<file path="src/design/ignition_angle_timer_converter_defines.svh">
// Assertion macros for the ignition angle timer converter.
// Used by the top level; expects clk_i and rst_ni in scope.
`ifndef IGNITION_ANGLE_TIMER_CONVERTER_DEFINES_SVH
`define IGNITION_ANGLE_TIMER_CONVERTER_DEFINES_SVH

`define IATC_CHECK(name, ante, cons, msg) \
  name: assert property (@(posedge clk_i) disable iff (!rst_ni) (ante) |-> (cons)) \
    else $error(msg);

`define IATC_ALWAYS(name, cond, msg) \
  name: assert property (@(posedge clk_i) disable iff (!rst_ni) (cond)) \
    else $error(msg);

`endif

</file>
<file path="src/design/iatc_pkg.sv">
// Shared types and constants for the ignition angle timer converter.
// No dependencies.
package iatc_pkg;

  localparam int unsigned NumW   = 47;
  localparam int unsigned DivW   = 30;
  localparam int unsigned QuoW   = 24;
  localparam int unsigned CntW   = 19;
  localparam int unsigned SatShift = 14;

  localparam logic [1:0] CFG_PICKUP = 2'd0;
  localparam logic [1:0] CFG_TUNE   = 2'd1;
  localparam logic [1:0] CFG_CPDM   = 2'd2;

  localparam logic [29:0] CPDM_RESET = 30'd666666667;
  localparam logic [19:0] MICRO      = 20'd1000000;
  localparam logic [23:0] TEN_MICRO  = 24'd10000000;
  localparam logic [31:0] RECIP_TEN  = 32'hCCCCCCCD;

  localparam logic signed [15:0] ANGLE_MAX = 16'sd3600;
  localparam logic signed [15:0] ANGLE_MIN = -16'sd3600;

  typedef enum logic {
    OP_ENCODE = 1'b0,
    OP_DECODE = 1'b1
  } op_e;

  typedef struct packed {
    op_e  op;
    logic kill;
    logic sat;
  } side_t;

endpackage

</file>
<file path="src/design/iatc_div.sv">
// Restoring divider, one quotient bit per stage.
// Depends on iatc_pkg.
module iatc_div import iatc_pkg::*; (
  input  logic             clk_i,
  input  logic             rst_ni,
  input  logic             vld_i,
  input  side_t            side_i,
  input  logic [NumW-1:0]  num_i,
  input  logic [DivW-1:0]  den_i,
  output logic             vld_o,
  output side_t            side_o,
  output logic [QuoW-1:0]  quo_o,
  output logic [NumW-1:0]  rem_o
);

  localparam int unsigned WideW = DivW + QuoW;

  logic [QuoW-1:0] vld_q;
  side_t           side_q [QuoW];
  logic [NumW-1:0] rem_q  [QuoW];
  logic [DivW-1:0] den_q  [QuoW];
  logic [QuoW-1:0] quo_q  [QuoW];

  for (genvar k = 0; k < QuoW; k++) begin : g_stage
    localparam int unsigned Bit = QuoW - 1 - k;
    logic             vld_in;
    side_t            side_in;
    logic [NumW-1:0]  rem_in;
    logic [DivW-1:0]  den_in;
    logic [QuoW-1:0]  quo_in;
    logic [WideW-1:0] shifted;
    logic             ge;
    logic [NumW-1:0]  rem_d;
    logic [QuoW-1:0]  quo_d;

    if (k == 0) begin : g_first
      assign vld_in  = vld_i;
      assign side_in = side_i;
      assign rem_in  = num_i;
      assign den_in  = den_i;
      assign quo_in  = '0;
    end else begin : g_next
      assign vld_in  = vld_q[k-1];
      assign side_in = side_q[k-1];
      assign rem_in  = rem_q[k-1];
      assign den_in  = den_q[k-1];
      assign quo_in  = quo_q[k-1];
    end

    always_comb begin
      shifted = WideW'(den_in) << Bit;
      ge      = WideW'(rem_in) >= shifted;
      rem_d   = ge ? NumW'(WideW'(rem_in) - shifted) : rem_in;
      quo_d      = quo_in;
      quo_d[Bit] = ge;
    end

    always_ff @(posedge clk_i or negedge rst_ni) begin
      if (!rst_ni) begin
        vld_q[k] <= 1'b0;
      end else begin
        vld_q[k] <= vld_in;
      end
    end

    always_ff @(posedge clk_i) begin
      side_q[k] <= side_in;
      rem_q[k]  <= rem_d;
      den_q[k]  <= den_in;
      quo_q[k]  <= quo_d;
    end
  end

  assign vld_o  = vld_q[QuoW-1];
  assign side_o = side_q[QuoW-1];
  assign quo_o  = quo_q[QuoW-1];
  assign rem_o  = rem_q[QuoW-1];

endmodule

</file>
<file path="config.mk">
export PLATFORM = sky130hd
export DESIGN_NAME = iatc_div
export DESIGN_NICKNAME = d
export VERILOG_FILES = /design/src/design/ignition_angle_timer_converter_defines.svh /design/src/design/iatc_pkg.sv /design/src/design/iatc_div.sv
export SDC_FILE = /design/constraint.sdc
export NUM_CORES = 2
export LEC_CHECK = 0
export BUFFER_PORTS_ARGS = -buffer_cell sky130_fd_sc_hd__clkbuf_2
export CORE_UTILIZATION = 45
export DETAILED_ROUTE_END_ITERATION = 6
export SLEW_MARGIN = 0
export SYNTH_ARGS = -nofsm -noshare
export SYNTH_HDL_FRONTEND = slang
export SYNTH_SLANG_ARGS = --single-unit
export TNS_END_PERCENT = 20
</file>
<file path="constraint.sdc">
create_clock -name clk_i -period 3.7 [get_ports clk_i]
set_input_delay 0.555 -clock clk_i [delete_from_list [all_inputs] [get_ports clk_i]]
set_output_delay 0.555 -clock clk_i [all_outputs]
set_load 0.03 [all_outputs]
</file>
==> summary.md <==
| Metric | Value |
|---|---|
| Status | finished clean |
| Achievable frequency | 275 MHz |
| Share of cells above drive strength 1 | between 10% and 20% |
| CTS sink cnt | 2,214 |
| Drt total wl | 243 mm |
| Die W | 458 um |
| WL/cell | 18.0 um |
| CTS tree | yes |
| Tot Pwr | 99.0 mW |
| Die span in y | 458 um |
| Synth-to-Final Area Change | 18.2% |
| Root Driver | clkbuf_16 |
| Die ar. | around 210,000 sq um |
| I/O pins | 158 |
| Clk Latency, worst-skew pair | 0.91 ns |
| Final period util | between 90% and 100% |
| Core Region | ~210,000 sq um |
| Pwr Density | 894 nW/um^2 |
| Total GRT Usage | approximately 23% |
| Buffers on Ports | 157 |
| Int Power | 62.6 mW |
| Crit path DAT | 4.40 ns |
| Critical Path RT | 4.46 ns |
| Worst hold path type | in2async |
| Drt drc | 0 |
| Post-route ant nets | 0 |
| GP Congestion | 0.911 |
| Initial drt markers | 3,730 |
| Area of placed instances | roughly 100,000 sq um |
| Most frequent cells in the layout | dfxtp_1, inv_1, a21oi_1 |
| Most common cell after layout, fill and taps aside | dfxtp_1 |
| Crit Path Max Fanout | 8 |
| Register bit total from synthesis | 2,214 |
| Gate power share | 41.5% |
| Max-Cap Viols | 0 |
| Unique masters post-synth | between 100 and 150 |
| Part of the Yosys area used for sequential elements | a little under half |
| Post-Synthesis Net Count | 10,600 |
| Post-route minimum period | 3.64 ns |
| Placed Cells incl. Taps | 12,900 |
| Seq pwr share | 34.0% |
| Leakage | around 50 nW |
| Final Net Count | approximately 11,000 |
| Effective utilization at floorplan | 45.3% |
| CP endpoint kind | register |
| Max Root-Sink Buffers | 3 |
| CP bufs+invs | 5 |
| Largest net degree at the start of global routing | 55 |
| First-pass GRT wire length | roughly 380 mm |
| Pre-CTS WS | -0.324 ns |
| Initial antenna violation count | 6 |
| Non-filler instance count after layout | 13,500 |
| Slew HR | 34.5% |
| Synth async-reset ratio | 1.08% |
| Post-synth EDFFs | 0 |
| Max incr delay on CP | 0.34 ns |
| RSZ-0062 raised after global routing | yes |
| Hpwl dp | 192 mm |
| H-tree levels | 4 |
| Synth area leader | dfxtp_1 |
| Synth top area share | 46.8% |
| Max-slew violations | 0 |
| Vias/cell | 5.21 |
| Critical path class | reg2reg |
| Via Count | 70,200 |
| Cell count after synthesis | 9,796 |
| Final Hold Fails | 0 |
| Post-Syn Area | 93,700 sq um |
| CTS buffer count | 225 |
| Sw frac | 36.7% |
| # rows | ~170 |
| Sw Pwr | 36.3 mW |
| Worst slew pin tran | 0.968 ns |
| Clock transition at the registers of the reported paths | 0.06 ns |
| 1st-pass router iterations | 6 |
| Setup ws final | 0.0614 ns |
| Clock skew | around 0.10 ns |
| CP dominant cell by count | buf_4 |
| Vias in the first global route | 70,400 |
| Yosys warns | 0 |
| Critical Path Source Type | register |
| Crit path max-delay family | compound AO/OA/AOI/OAI gates |
| Critical Path, Cell by Cell | inv_2, ha_4, fa_2, nand2b_4, a21boi_2, o21ai_2, a211oi_2, buf_4, o21ai_4, a31oi_4, a221o_1, nand4_1, a2111oi_4, buf_4, buf_8, buf_12, mux2_4 |
| Commonest register cell after synthesis | dfxtp_1 |
| IR Drop Worst-Case VDD | 563 uV |
| Setup violations, final | 0 |
| Critical-path top delay cell | dfxtp_2 |
| Final Cell Area | 111,000 sq um |
| Avg Cell Area, Syn | 9.57 sq um |
| Main area contributors after synthesis | dfxtp_1, ha_1, a21oi_1 |
| Global route overflow | 0 |
| Clock Power Share | 24.5% |
[final timing paths]
| kind | cells after the start | slack (ns) | start | end |
|---|---|---|---|---|
| worst max register to register | 17 | 0.06 | rem_q[3][19]$_DFF_P_ | rem_q[4][30]$_DFF_P_ |
| min in group clk_i | 0 | 0.30 | den_q[1][184]$_DFF_P_ | den_q[1][214]$_DFF_P_ |
| worst min-delay path | 2 | 0.19 | rst_ni | g_stage[2].vld_in$_DFF_PN0_ |
| worst min register to register | 0 | 0.30 | den_q[1][184]$_DFF_P_ | den_q[1][214]$_DFF_P_ |
| worst max-delay path | 17 | 0.06 | rem_q[3][19]$_DFF_P_ | rem_q[4][30]$_DFF_P_ |
| max in group asynchronous | 2 | 3.12 | rst_ni | g_stage[21].vld_in$_DFF_PN0_ |
[worst reg2reg max path: cells and delay by family (launching register included)]
family          cells  cell delay, ns
compound gates      7            1.33
fa+ha+maj           2            0.48
buf+inv             5            0.71
flops               1            0.34
mux                 1            0.31
simple gates        2            0.34
[final cells by class]
cell class	instances	area, sq um
antenna	8	20.0
fill	18500	96400
multi-input combinational	6474	45900
tap	2788	3490
timing repair buffer	683	5290
clock buffer	308	6460
clock inverter	113	1760
inverter	894	3360
sequential	2214	44400
[sequential cells by signal, summed over array words and instances, names as in the netlist]
register and cells:
den_q 690, g_stage.vld_in 23, quo_q 300, rem_q 1128
side_q 72, vld_o 1
[Yosys cell counts, types with 23 or more instances]
cell	instances
dfxtp_1	2190
inv_1	891
a21oi_1	758
nand2_1	704
ha_1	699
o21ai_0	577
nor2_1	562
xnor2_1	433
a21o_1	417
xor2_1	312
mux2_2	208
nand3_1	180
nor3_1	156
clkbuf_1	150
nor4_1	114
nand4_1	113
nor2b_1	113
nand2b_1	112
o21bai_1	80
o21a_1	71
a31oi_1	68
and3_1	66
or3_1	52
a211oi_1	47
o31ai_1	42
buf_2	40
or4_1	36
a21boi_0	35
and2_1	32
o211ai_1	32
or2_2	29
dfrtp_1	24
fa_1	24
o21ai_1	24
a211o_1	23
[power by group through the flow]
stage,clock network [mW],logic [mW],registers (mW)
final,24.3,41.1,33.7
after detailed placement,0,39.9,34.2
after global routing,25.9,45.5,34.2
after floorplan,0,28.8,32.9
after CTS,24.9,40.4,33.7
after global placement,0,39.4,34.2
[metrics by stage]
| step | utilization [%] | TNS [ns] | hold slack, ns |
|---|---|---|---|
| floorplan | - | 0 | 0.259 |
| global placement | 48.5 | -12.88 | 0.310 |
| detailed placement | 48.5 | -17.74 | 0.312 |
| CTS | 53.1 | -1.33 | 0.114 |
| global route | 53.5 | -2.00 | 0.198 |
| finish | 53.5 | 0 | 0.189 |
[logic make-up after synthesis]
group	share of synthesized area (%)
AOI/OAI and AO/OA	16.1
xor gates and xnor gates	6.96
adders and majority gates	9.85
buffers and inverters	4.55
DFF	47.4
muxes	2.62
and+or+nand+nor	12.5
[routing by layer]
| layer | up-vias | share of wire (%) | GRT usage [%] |
|---|---|---|---|
| li1 | 35300 | - | - |
| met3 | 517 | 3.7 | 3.26 |
| met4 | 0 | 5.0 | 11.2 |
| met1 | 32900 | 42 | 26.0 |
| met2 | 1419 | 49 | 40.9 |
| met5 | - | 0 | 0 |
[what timing repair did]
action,CTS,global route
hold buffers,82,0
buffers inserted,10,21
gates cloned,2,1
setup endpoints to repair,138,449
pin swaps,15,58
endpoints found under the hold margin,105,0
resized for setup,69,127
(Power assumes the default switching activity.)
