## config.mk

```make
export PLATFORM = sky130hd
export DESIGN_NAME = iatc_back
export DESIGN_NICKNAME = d
export VERILOG_FILES = /design/src/design/ignition_angle_timer_converter_defines.svh /design/src/design/iatc_pkg.sv /design/src/design/iatc_back.sv
export SDC_FILE = /design/constraint.sdc
export NUM_CORES = 1
export LEC_CHECK = 0
export BUFFER_PORTS_ARGS = -buffer_cell sky130_fd_sc_hd__buf_2
export CAP_MARGIN = 20
export CORE_ASPECT_RATIO = 0.6
export CORE_UTILIZATION = 40
export DETAILED_ROUTE_END_ITERATION = 8
export GPL_TIMING_DRIVEN = 1
export RECOVER_POWER = 50
export SETUP_SLACK_MARGIN = 0.5
export SYNTH_ARGS = -nofsm -noshare
export SYNTH_HDL_FRONTEND = slang
export SYNTH_SLANG_ARGS = --single-unit
```

## constraint.sdc

```tcl
create_clock -name clk_i -period 8.57 [get_ports clk_i]
set_input_delay 0.857 -clock clk_i [delete_from_list [all_inputs] [get_ports clk_i]]
set_output_delay 0.857 -clock clk_i [all_outputs]
set_load 0.005 [all_outputs]
```

## src/design/ignition_angle_timer_converter_defines.svh

```systemverilog
// Assertion macros for the ignition angle timer converter.
// Used by the top level; expects clk_i and rst_ni in scope.
`ifndef IGNITION_ANGLE_TIMER_CONVERTER_DEFINES_SVH
`define IGNITION_ANGLE_TIMER_CONVERTER_DEFINES_SVH

`define IATC_CHECK(name, ante, cons, msg) \
  name: assert property (@(posedge clk_i) disable iff (!rst_ni) (ante) |-> (cons)) \
    else $error(msg);

`define IATC_ALWAYS(name, cond, msg) \
  name: assert property (@(posedge clk_i) disable iff (!rst_ni) (cond)) \
    else $error(msg);

`endif

```

## src/design/iatc_pkg.sv

```systemverilog
// Shared types and constants for the ignition angle timer converter.
// No dependencies.
package iatc_pkg;

  localparam int unsigned NumW   = 47;
  localparam int unsigned DivW   = 30;
  localparam int unsigned QuoW   = 24;
  localparam int unsigned CntW   = 19;
  localparam int unsigned SatShift = 14;

  localparam logic [1:0] CFG_PICKUP = 2'd0;
  localparam logic [1:0] CFG_TUNE   = 2'd1;
  localparam logic [1:0] CFG_CPDM   = 2'd2;

  localparam logic [29:0] CPDM_RESET = 30'd666666667;
  localparam logic [19:0] MICRO      = 20'd1000000;
  localparam logic [23:0] TEN_MICRO  = 24'd10000000;
  localparam logic [31:0] RECIP_TEN  = 32'hCCCCCCCD;

  localparam logic signed [15:0] ANGLE_MAX = 16'sd3600;
  localparam logic signed [15:0] ANGLE_MIN = -16'sd3600;

  typedef enum logic {
    OP_ENCODE = 1'b0,
    OP_DECODE = 1'b1
  } op_e;

  typedef struct packed {
    op_e  op;
    logic kill;
    logic sat;
  } side_t;

endpackage

```

## src/design/iatc_back.sv

```systemverilog
// Back end: prescale selection, period division, angle saturation, outputs.
// Depends on iatc_pkg.
module iatc_back import iatc_pkg::*; (
  input  logic                clk_i,
  input  logic                rst_ni,
  input  logic                vld_i,
  input  side_t               side_i,
  input  logic [QuoW-1:0]     quo_i,
  input  logic [NumW-1:0]     rem_i,
  input  logic [11:0]         pickup_i,
  input  logic [15:0]         tune_i,
  output logic                valid_o,
  output logic [15:0]         word_o,
  output logic signed [12:0]  angle_o,
  output logic                ovf_o
);

  function automatic logic [15:0] per_step(input logic [11:0] rem, input logic [4:0] div,
                                           input logic hi);
    logic [11:0] r;
    logic [3:0]  qb;
    logic [12:0] sh;
    r  = rem;
    qb = '0;
    for (int j = 3; j >= 0; j--) begin
      sh = 13'(div) << (hi ? j + 4 : j);
      if ({1'b0, r} >= sh) begin
        r     = 12'({1'b0, r} - sh);
        qb[j] = 1'b1;
      end
    end
    return {r, qb};
  endfunction

  logic [QuoW-1:0]    c2;
  logic [15:0]        h;
  logic [1:0]         code;
  logic               ovf;
  logic [15:0]        hs;
  logic [QuoW-1:0]    cs;
  logic [13:0]        q14;
  logic               less;
  logic signed [15:0] diff;
  logic signed [15:0] ang;

  logic               vld1_q, vld2_q, vld3_q;
  side_t              side1_q, side2_q;
  logic               ovf1_q, ovf2_q;
  logic [1:0]         code1_q, code2_q;
  logic [4:0]         post1_q, post2_q;
  logic [11:0]        cnt1_q, rem2_q;
  logic [12:0]        ang1_q, ang2_q;
  logic [3:0]         qhi2_q;
  logic [15:0]        st2, st3;
  logic [4:0]         pm1;
  logic [15:0]        word_q;
  logic [12:0]        angle_q;
  logic               ovf_q;

  always_comb begin
    c2   = (quo_i > QuoW'(tune_i)) ? quo_i - QuoW'(tune_i) : '0;
    h    = c2[23:8];
    ovf  = 1'b0;
    if (h < 16'd16) begin
      code = 2'd0;
    end else if (h < 16'd64) begin
      code = 2'd1;
    end else if (h < 16'd256) begin
      code = 2'd2;
    end else if (h < 16'd1024) begin
      code = 2'd3;
    end else begin
      code = 2'd3;
      ovf  = 1'b1;
    end
    hs   = h >> {code, 1'b0};
    cs   = c2 >> {code, 1'b0};

    q14  = quo_i[13:0];
    less = {2'b00, q14} < {4'd0, pickup_i};
    diff = $signed({4'd0, pickup_i}) - $signed({2'b00, q14})
         - ((less && (rem_i[DivW-1:0] != '0)) ? 16'sd1 : 16'sd0);
    if (side_i.sat || diff < ANGLE_MIN) begin
      ang = ANGLE_MIN;
    end else if (diff > ANGLE_MAX) begin
      ang = ANGLE_MAX;
    end else begin
      ang = diff;
    end
  end

  assign st2 = per_step(cnt1_q, post1_q, 1'b1);
  assign st3 = per_step(rem2_q, post2_q, 1'b0);
  assign pm1 = post2_q - 5'd1;

  always_ff @(posedge clk_i or negedge rst_ni) begin
    if (!rst_ni) begin
      vld1_q <= 1'b0;
      vld2_q <= 1'b0;
      vld3_q <= 1'b0;
    end else begin
      vld1_q <= vld_i;
      vld2_q <= vld1_q;
      vld3_q <= vld2_q;
    end
  end

  always_ff @(posedge clk_i) begin
    side1_q <= side_i;
    ovf1_q  <= ovf;
    code1_q <= code;
    post1_q <= {1'b0, hs[3:0]} + 5'd1;
    cnt1_q  <= cs[11:0];
    ang1_q  <= ang[12:0];

    side2_q <= side1_q;
    ovf2_q  <= ovf1_q;
    code2_q <= code1_q;
    post2_q <= post1_q;
    rem2_q  <= st2[15:4];
    qhi2_q  <= st2[3:0];
    ang2_q  <= ang1_q;

    if (side2_q.kill || side2_q.op == OP_DECODE || ovf2_q) begin
      word_q <= '0;
    end else begin
      word_q <= {1'b0, pm1[3:0], 1'b1, code2_q, qhi2_q, st3[3:0]};
    end
    angle_q <= (side2_q.op == OP_DECODE && !side2_q.kill) ? ang2_q : '0;
    ovf_q   <= (side2_q.op == OP_ENCODE) && !side2_q.kill && ovf2_q;
  end

  assign valid_o = vld3_q;
  assign word_o  = word_q;
  assign angle_o = $signed(angle_q);
  assign ovf_o   = ovf_q;

endmodule

```

==> results of run 1 <==
-- final timing paths --
| check | start | end | depth (start not counted) |
|---|---|---|---|
| setup / recovery | post1_q[1] | rem2_q[6] | 34 |
| hold / removal | rst_ni | vld2_q | 1 |
| setup reg to reg | post1_q[1] | rem2_q[6] | 34 |
| hold reg to reg | ang1_q[7] | ang2_q[7] | 0 |
| max in group asynchronous | rst_ni | valid_o | 1 |
| min in group clk_i | ang1_q[7] | ang2_q[7] | 0 |
-- layout by cell type (no fill, tap or decap), types with 5 or more instances in the layout --
cell | Yosys | final
a211oi_1 | 9 | 9
a21o_1 | 29 | 29
a21oi_1 | 49 | 47
a31oi_1 | 12 | 12
and2_0 | 1 | 9
and2_1 | 28 | 20
and3_1 | 6 | 6
buf_2 | 2 | 116
buf_4 | 1 | 16
clkbuf_16 | 0 | 9
dfxtp_1 | 103 | 103
fa_1 | 9 | 9
ha_1 | 72 | 72
inv_1 | 76 | 75
mux2_2 | 20 | 20
mux2i_1 | 14 | 14
nand2_1 | 56 | 56
nand2b_1 | 16 | 16
nand3_1 | 13 | 13
nand4_1 | 12 | 12
nor2_1 | 60 | 60
nor2b_1 | 21 | 21
nor3_1 | 20 | 20
nor4_1 | 16 | 16
o211a_1 | 7 | 7
o211ai_1 | 7 | 7
o21a_1 | 17 | 17
o21ai_0 | 36 | 34
o21ai_1 | 3 | 5
o31ai_1 | 8 | 8
or2_2 | 7 | 7
or3_1 | 12 | 12
xnor2_1 | 35 | 35
xor2_1 | 24 | 24
-- worst max-delay path: cells and delay by family, from the launching register on --
family	cells	cell delay, ps
AO/OA/AOI/OAI	15	2770
adder cells (fa/ha/maj)	4	1460
AND/OR/NAND/NOR	8	1080
multiplexers	3	1050
buffers and inverters	4	680
flip-flops	1	430
-- timing repair --
| action | CTS | global route |
|---|---|---|
| endpoints found under the setup margin | 0 | 9 |
| gates resized for setup | 0 | 6 |
| setup buffers | 0 | 11 |
| hold endpoints to repair | 0 | 0 |
-- metal layers --
metal	vias to the layer above	part of all wire [%]	track usage, %	routed length [um]
li1	3445	-	-	-
met3	8	7.5	5.11	1450
met1	2997	59	32.8	11200
met5	-	0	0	0
met2	224	33	25.4	6360
met4	0	0.62	4.09	118
-- state kept, by name, indices dropped and copies added (netlist names), 2 cells and up --
register,count
ang1_q,13
ang2_q,13
angle_o,13
cnt1_q,12
code1_q,2
code2_q,2
post1_q,5
post2_q,5
qhi2_q,4
rem2_q,12
side1_q,2
side2_q,2
word_o,15
-- cell families after synthesis --
family	after synthesis	share of synthesized area [%]
AO/OA/AOI/OAI	222	20.2
XOR/XNOR	59	6.79
flip-flops	106	28.1
adder cells (fa/ha/maj)	82	14.3
buffers and inverters	94	4.72
AND/OR/NAND/NOR	292	20.7
other	1	0.0493
multiplexers	36	5.18
-- area by class of cell --
cell class	count	area [sq um]	share of cell area (%)
sequential	106	2140	24.2
clock inverter	7	61.3	0.694
timing repair buffer	133	704	7.97
tap	240	300	3.40
clock buffer	9	225	2.55
inverter	76	289	3.27
multi-input combinational	692	5120	57.9
-- through the flow --
stage                     hold WS, ps  util (%)  setup WS [ps]  cell area, sq um  std cells
after global placement            312      46.1            762              8460       1236
after CTS                         264      47.6            530              8740       1252
after global routing              280      48.1            363              8830       1263
after detailed placement          312      46.1            568              8460       1236
final                             292      48.1            955              8830       1263
after floorplan                   310         -           1490              7610        892
==> results by group, run 1 <==
Clock tree
  • Clock buffer depth: 2
  • CTS clk-pin slew, worst paths: 70 ps
  • CTS Hold Bufs: 0
  • H-tree Lvls: 3
  • Worst-skew pair later-pin latency: 350 ps
  • Clock sinks: 106
  • Root Driver: clkbuf_16
  • CTS buffer count: 9
  • CTS tree: built

Drt
  • Initial drt markers: 485
  • Vias: 6674
  • Remaining DRCs: 0
  • Final ANT Viol Nets: 0
  • DR vias/cell: 5.28
  • Wire per inst: approximately 15 um
  • First-pass DRT Iterations: 5
  • Routed WL: 19.2 mm

Worst setup path
  • Worst R2R Setup Slack: 960 ps
  • Worst Path Required: 8820 ps
  • CP max stage cell: fa_1
  • Critical path launch point type: flip-flop
  • Critical path peak fanout: 9
  • CP Data Arrival Time: 7860 ps
  • Critical path class: flip-flop to flip-flop
  • Critical Path Max Stage Delay: 450 ps
  • Critical Path End Type: flip-flop

Synthesis
  • Top cell type by total area after synthesis: dfxtp_1
  • Synth area leaders: dfxtp_1, ha_1, xnor2_1
  • EDFF count, synth: 0
  • Sequential fraction of the synthesis area: 28.1%
  • Mapped cell area: about 7600 sq um
  • Number of synthesis warnings: 0
  • Post-synth ARST share: 2.83%
  • Top-area cell type share of the netlist area: a little over a quarter
  • Synth top cells by count: dfxtp_1, inv_1, ha_1
  • Most frequent cell after synthesis: dfxtp_1
  • Top_reg_cell synth: dfxtp_1
  • Synthesized flop and latch total: roughly 110
  • Syn avg cell area: ~8.5 sq um
  • Cell count after synthesis: between 800 and 900
  • Synthesized net count: between 1k and 1.5k
  • Cell variety after synth: 85

Cells and area
  • Area growth, synth to finish: 16.2%
  • Fill cells: 1812
  • Share of layout cells above drive strength 1: a little under a fifth
  • Layout net count: 1204
  • Diodes inserted: 0

Timing
  • RSZ-0062 raised after global routing: no
  • Period utilization: 88.9%
  • Final Setup Violations: 0
  • Slew HR: 34.0%
  • Final hold vios: 0
  • Fmax: between 0.1 and 0.15 GHz
  • Max-slew violation total from the final report: 0
  • Skew final: 2.89 ps
  • Worst Tran Pin Value: 988 ps
  • Period minus WS final: between 7000 and 8000 ps
  • Setup TNS: 0 ps

Placed design
  • Gpl congestion: 0.906
  • Port bufs: roughly 120
  • HPWL Detailed: 15.8 mm

Floorplan
  • Die area: 19600 sq um
  • Chip Height: 109 um
  • Core Region: 18400 sq um
  • Initial Util: 41.4%
  • IO Pins: ~140
  • FP Rows: 38
  • Die width: 180 um

Status
  • Status: completed

Global route
  • Vias in the first global route: 6002
  • Largest net degree at the start of global routing: 20
  • GRT overflow: 0
  • Antenna violations before repair: 0
  • First-pass GRT wire length: 31.3 mm
  • GRT Overall Usage: approximately 20%

Worst hold path
  • HP Class: primary input to asynchronous set/reset pin

Run
  • Max-cap violations: 0
Power of run 1 is not shown: default switching activity piles up to over one toggle a cycle in this logic, so the estimate is an artifact.
==> inputs of run 2 (changes only) <==
- GPL_ROUTABILITY_DRIVEN: unset -> 0
- clock period: 8.57 -> 7.7 ns (I/O delays scaled with it)
==> run 2 against run 1 <==
  * Clock skew increased by 4.1 ps
  * Design area increased by 1.2%
  * Fmax increased by 12%
  * Critical endpoint unchanged
  * Sequential cell count unchanged
  * First-iteration DRC count increased by 22%
  * Register-to-register slack got worse by 50 ps
  * Via count increased by 0.75%
  * Critical path type unchanged
  * Routed wire length decreased by 0.39%
  * Sequential share of layout area decreased by 0.27 points
  * Non-clock buffer count increased by 3
==> results by group, run 2 (synthesized netlist as in run 1, its figures left out) <==
Run
  • Max-cap violations: 0 (unchanged)

Cells and area
  • Register area: 2140 sq um (about the same)
  • Final non-filler cell area: 8940 sq um (+1.2%)
  • Most common cell after layout, fill and taps aside: buf_2
  • Fill cells: 1808 (-0.22%)
  • Number of flip-flops in the largest register: 15 (unchanged)
  • Area growth, synth to finish: 17.6%
  • Share of layout cells above drive strength 1: 20.4% (+1.3 points)
  • Most frequent cells in the layout: buf_2, dfxtp_1, inv_1
  • Layout net count: 1207 (+0.25%)
  • Area of the multi-input gates: 5180 sq um (+1.3%)

Timing
  • Max-slew violation total from the final report: 0 (unchanged)
  • Fmax: 0.147 GHz (+12%)
  • Final hold vios: 0 (unchanged)
  • Skew final: 7.04 ps (+4.15 ps)
  • Period minus WS final: 6790 ps (-822 ps)
  • Slew HR: 30.1% (-3.9 points)
  • RSZ-0062 raised after global routing: no
  • Period utilization: 88.2% (-0.64 points)
  • Final Setup Violations: 0 (unchanged)
  • Worst Tran Pin Value: 1050 ps (+58.5 ps)
  • Setup TNS: 0 ps (unchanged)

Worst setup path
  • Reg-to-reg critical path endpoint: rem2_q[6]
  • Critical path peak fanout: 5 (-4)
  • Critical path launch point type: flip-flop
  • CP max stage cell: or4_4
  • CP Data Arrival Time: 7040 ps (-820 ps)
  • RR Startpoint: cnt1_q[0]
  • Worst R2R Setup Slack: 910 ps (-50 ps)
  • Worst R2R Path Depth: 30 (-12%)
  • Worst Path Buf+Inv: 2 (-2)
  • Critical path class: flip-flop to flip-flop
  • Worst Path Required: 7950 ps (-870 ps)
  • Critical Path End Type: flip-flop
  • Largest delay contributor family on the critical path: compound AO/OA/AOI/OAI gates
  • Critical Path Max Stage Delay: 590 ps (+140 ps)

Floorplan
  • Die area: 19600 sq um (unchanged)
  • Chip Height: 109 um (unchanged)
  • IO Pins: 136 (unchanged)
  • Initial Util: 41.4% (unchanged)
  • Core Region: 18400 sq um (unchanged)
  • Die width: 180 um (unchanged)
  • FP Rows: 38 (unchanged)

Drt
  • DR vias/cell: 5.31 (+0.43%)
  • Vias: 6724 (+0.75%)
  • First-pass DRT Iterations: 5 (unchanged)
  • Final ANT Viol Nets: 0 (unchanged)
  • Initial drt markers: 591 (+22%)
  • Routed WL: 19.1 mm (-0.39%)
  • Wire per inst: 15.1 um (-0.71%)
  • Remaining DRCs: 0 (unchanged)

Clock tree
  • Clock sinks: 106 (unchanged)
  • CTS clk-pin slew, worst paths: 80 ps (about the same)
  • CTS buffer count: 9 (unchanged)
  • Root Driver: clkbuf_16
  • Clock buffer depth: 2 (unchanged)
  • Worst-skew pair later-pin latency: 360 ps (about the same)
  • H-tree Lvls: 3 (unchanged)
  • CTS tree: built

Global route
  • GRT Overall Usage: 20.4% (+0.22 points)
  • Vias in the first global route: 6165 (+2.7%)
  • First-pass GRT wire length: 31.7 mm (+1.5%)
  • GRT overflow: 0 (unchanged)
  • Antenna violations before repair: 0 (unchanged)
  • Largest net degree at the start of global routing: 22 (+10%)

Worst hold path
  • HP Class: primary input to asynchronous set/reset pin

Status
  • Status: completed

Placed design
  • Port bufs: 117 (unchanged)
  • Dpl cell area: 8520 sq um (+0.80%)
  • HPWL Detailed: 15.8 mm (-0.12%)
==> run 2: cell count changes in the layout (fill, tap and decap cells not counted), moves of 2 or more <==
cell | previous run | this run
buf_4 | 16 | 19
ha_1 | 72 | 69
inv_2 | 0 | 3
inv_6 | 1 | 4
clkinv_4 | 2 | 0
clkinv_8 | 0 | 2
clkinvlp_4 | 2 | 0
ha_4 | 0 | 2
inv_1 | 75 | 73
nor2_1 | 60 | 58
nor2_2 | 1 | 3
o21ai_0 | 34 | 32
==> run 2: metrics by stage <==
stage	util (%)	setup WS [ps]	cells	hold WS (ps)
floorplan	-	617	892	310
global placement	46.4	524	1245	312
detailed placement	46.4	292	1245	312
CTS	48.2	515	1263	173
global route	48.7	438	1266	187
finish	48.7	908	1267	196
==> run 2: repair_timing <==
| action | CTS | global route |
|---|---|---|
| pin swaps | 1 | 6 |
| setup buffers | 2 | 3 |
| setup endpoints to repair | 9 | 10 |
| hold buffers | 0 | 0 |
| resized for setup | 3 | 20 |
==> run 2: layer usage <==
metal / global-route usage [%] / wire length (um) / up-vias
met5: 0 / 0 / -
met4: 4.40 / 163 / 0
met3: 4.78 / 1510 / 12
met2: 26.0 / 6420 / 237
met1: 33.0 / 11000 / 3017
li1: - / - / 3458
==> run 2: final cells by class <==
| cell class | instances | share of cell area (%) |
|---|---|---|
| flip-flops and latches | 106 | 23.9 |
| clock inverters | 7 | 0.882 |
| diodes | 1 | 0.0280 |
| well taps | 240 | 3.36 |
| multi-input cells | 692 | 58.0 |
| repair buffers | 136 | 8.12 |
| inverters | 76 | 3.19 |
| clock buffers | 9 | 2.52 |
==> run 2: worst max-delay path by stage <==
stage | from | endpoint | slack, ps | depth (start not counted)
after global routing | post1_q[1] | rem2_q[8] | 440 | 36
after global placement | post1_q[1] | rem2_q[6] | 520 | 34
after detailed placement | post1_q[1] | rem2_q[6] | 290 | 34
after floorplan | post1_q[1] | rem2_q[6] | 620 | 32
after CTS | cnt1_q[0] | rem2_q[6] | 510 | 33
final | cnt1_q[0] | rem2_q[6] | 910 | 30
==> run 2: worst register-to-register path: cells and delay by family, from the launching register on <==
| family | cells | cell delay (ps) |
|---|---|---|
| flip-flops | 1 | 310 |
| multiplexers | 3 | 1100 |
| AO/OA/AOI/OAI | 13 | 2260 |
| adder cells (fa/ha/maj) | 3 | 1070 |
| AND/OR/NAND/NOR | 9 | 1660 |
| buffers and inverters | 2 | 280 |
Power of run 2 is left out for the same reason.
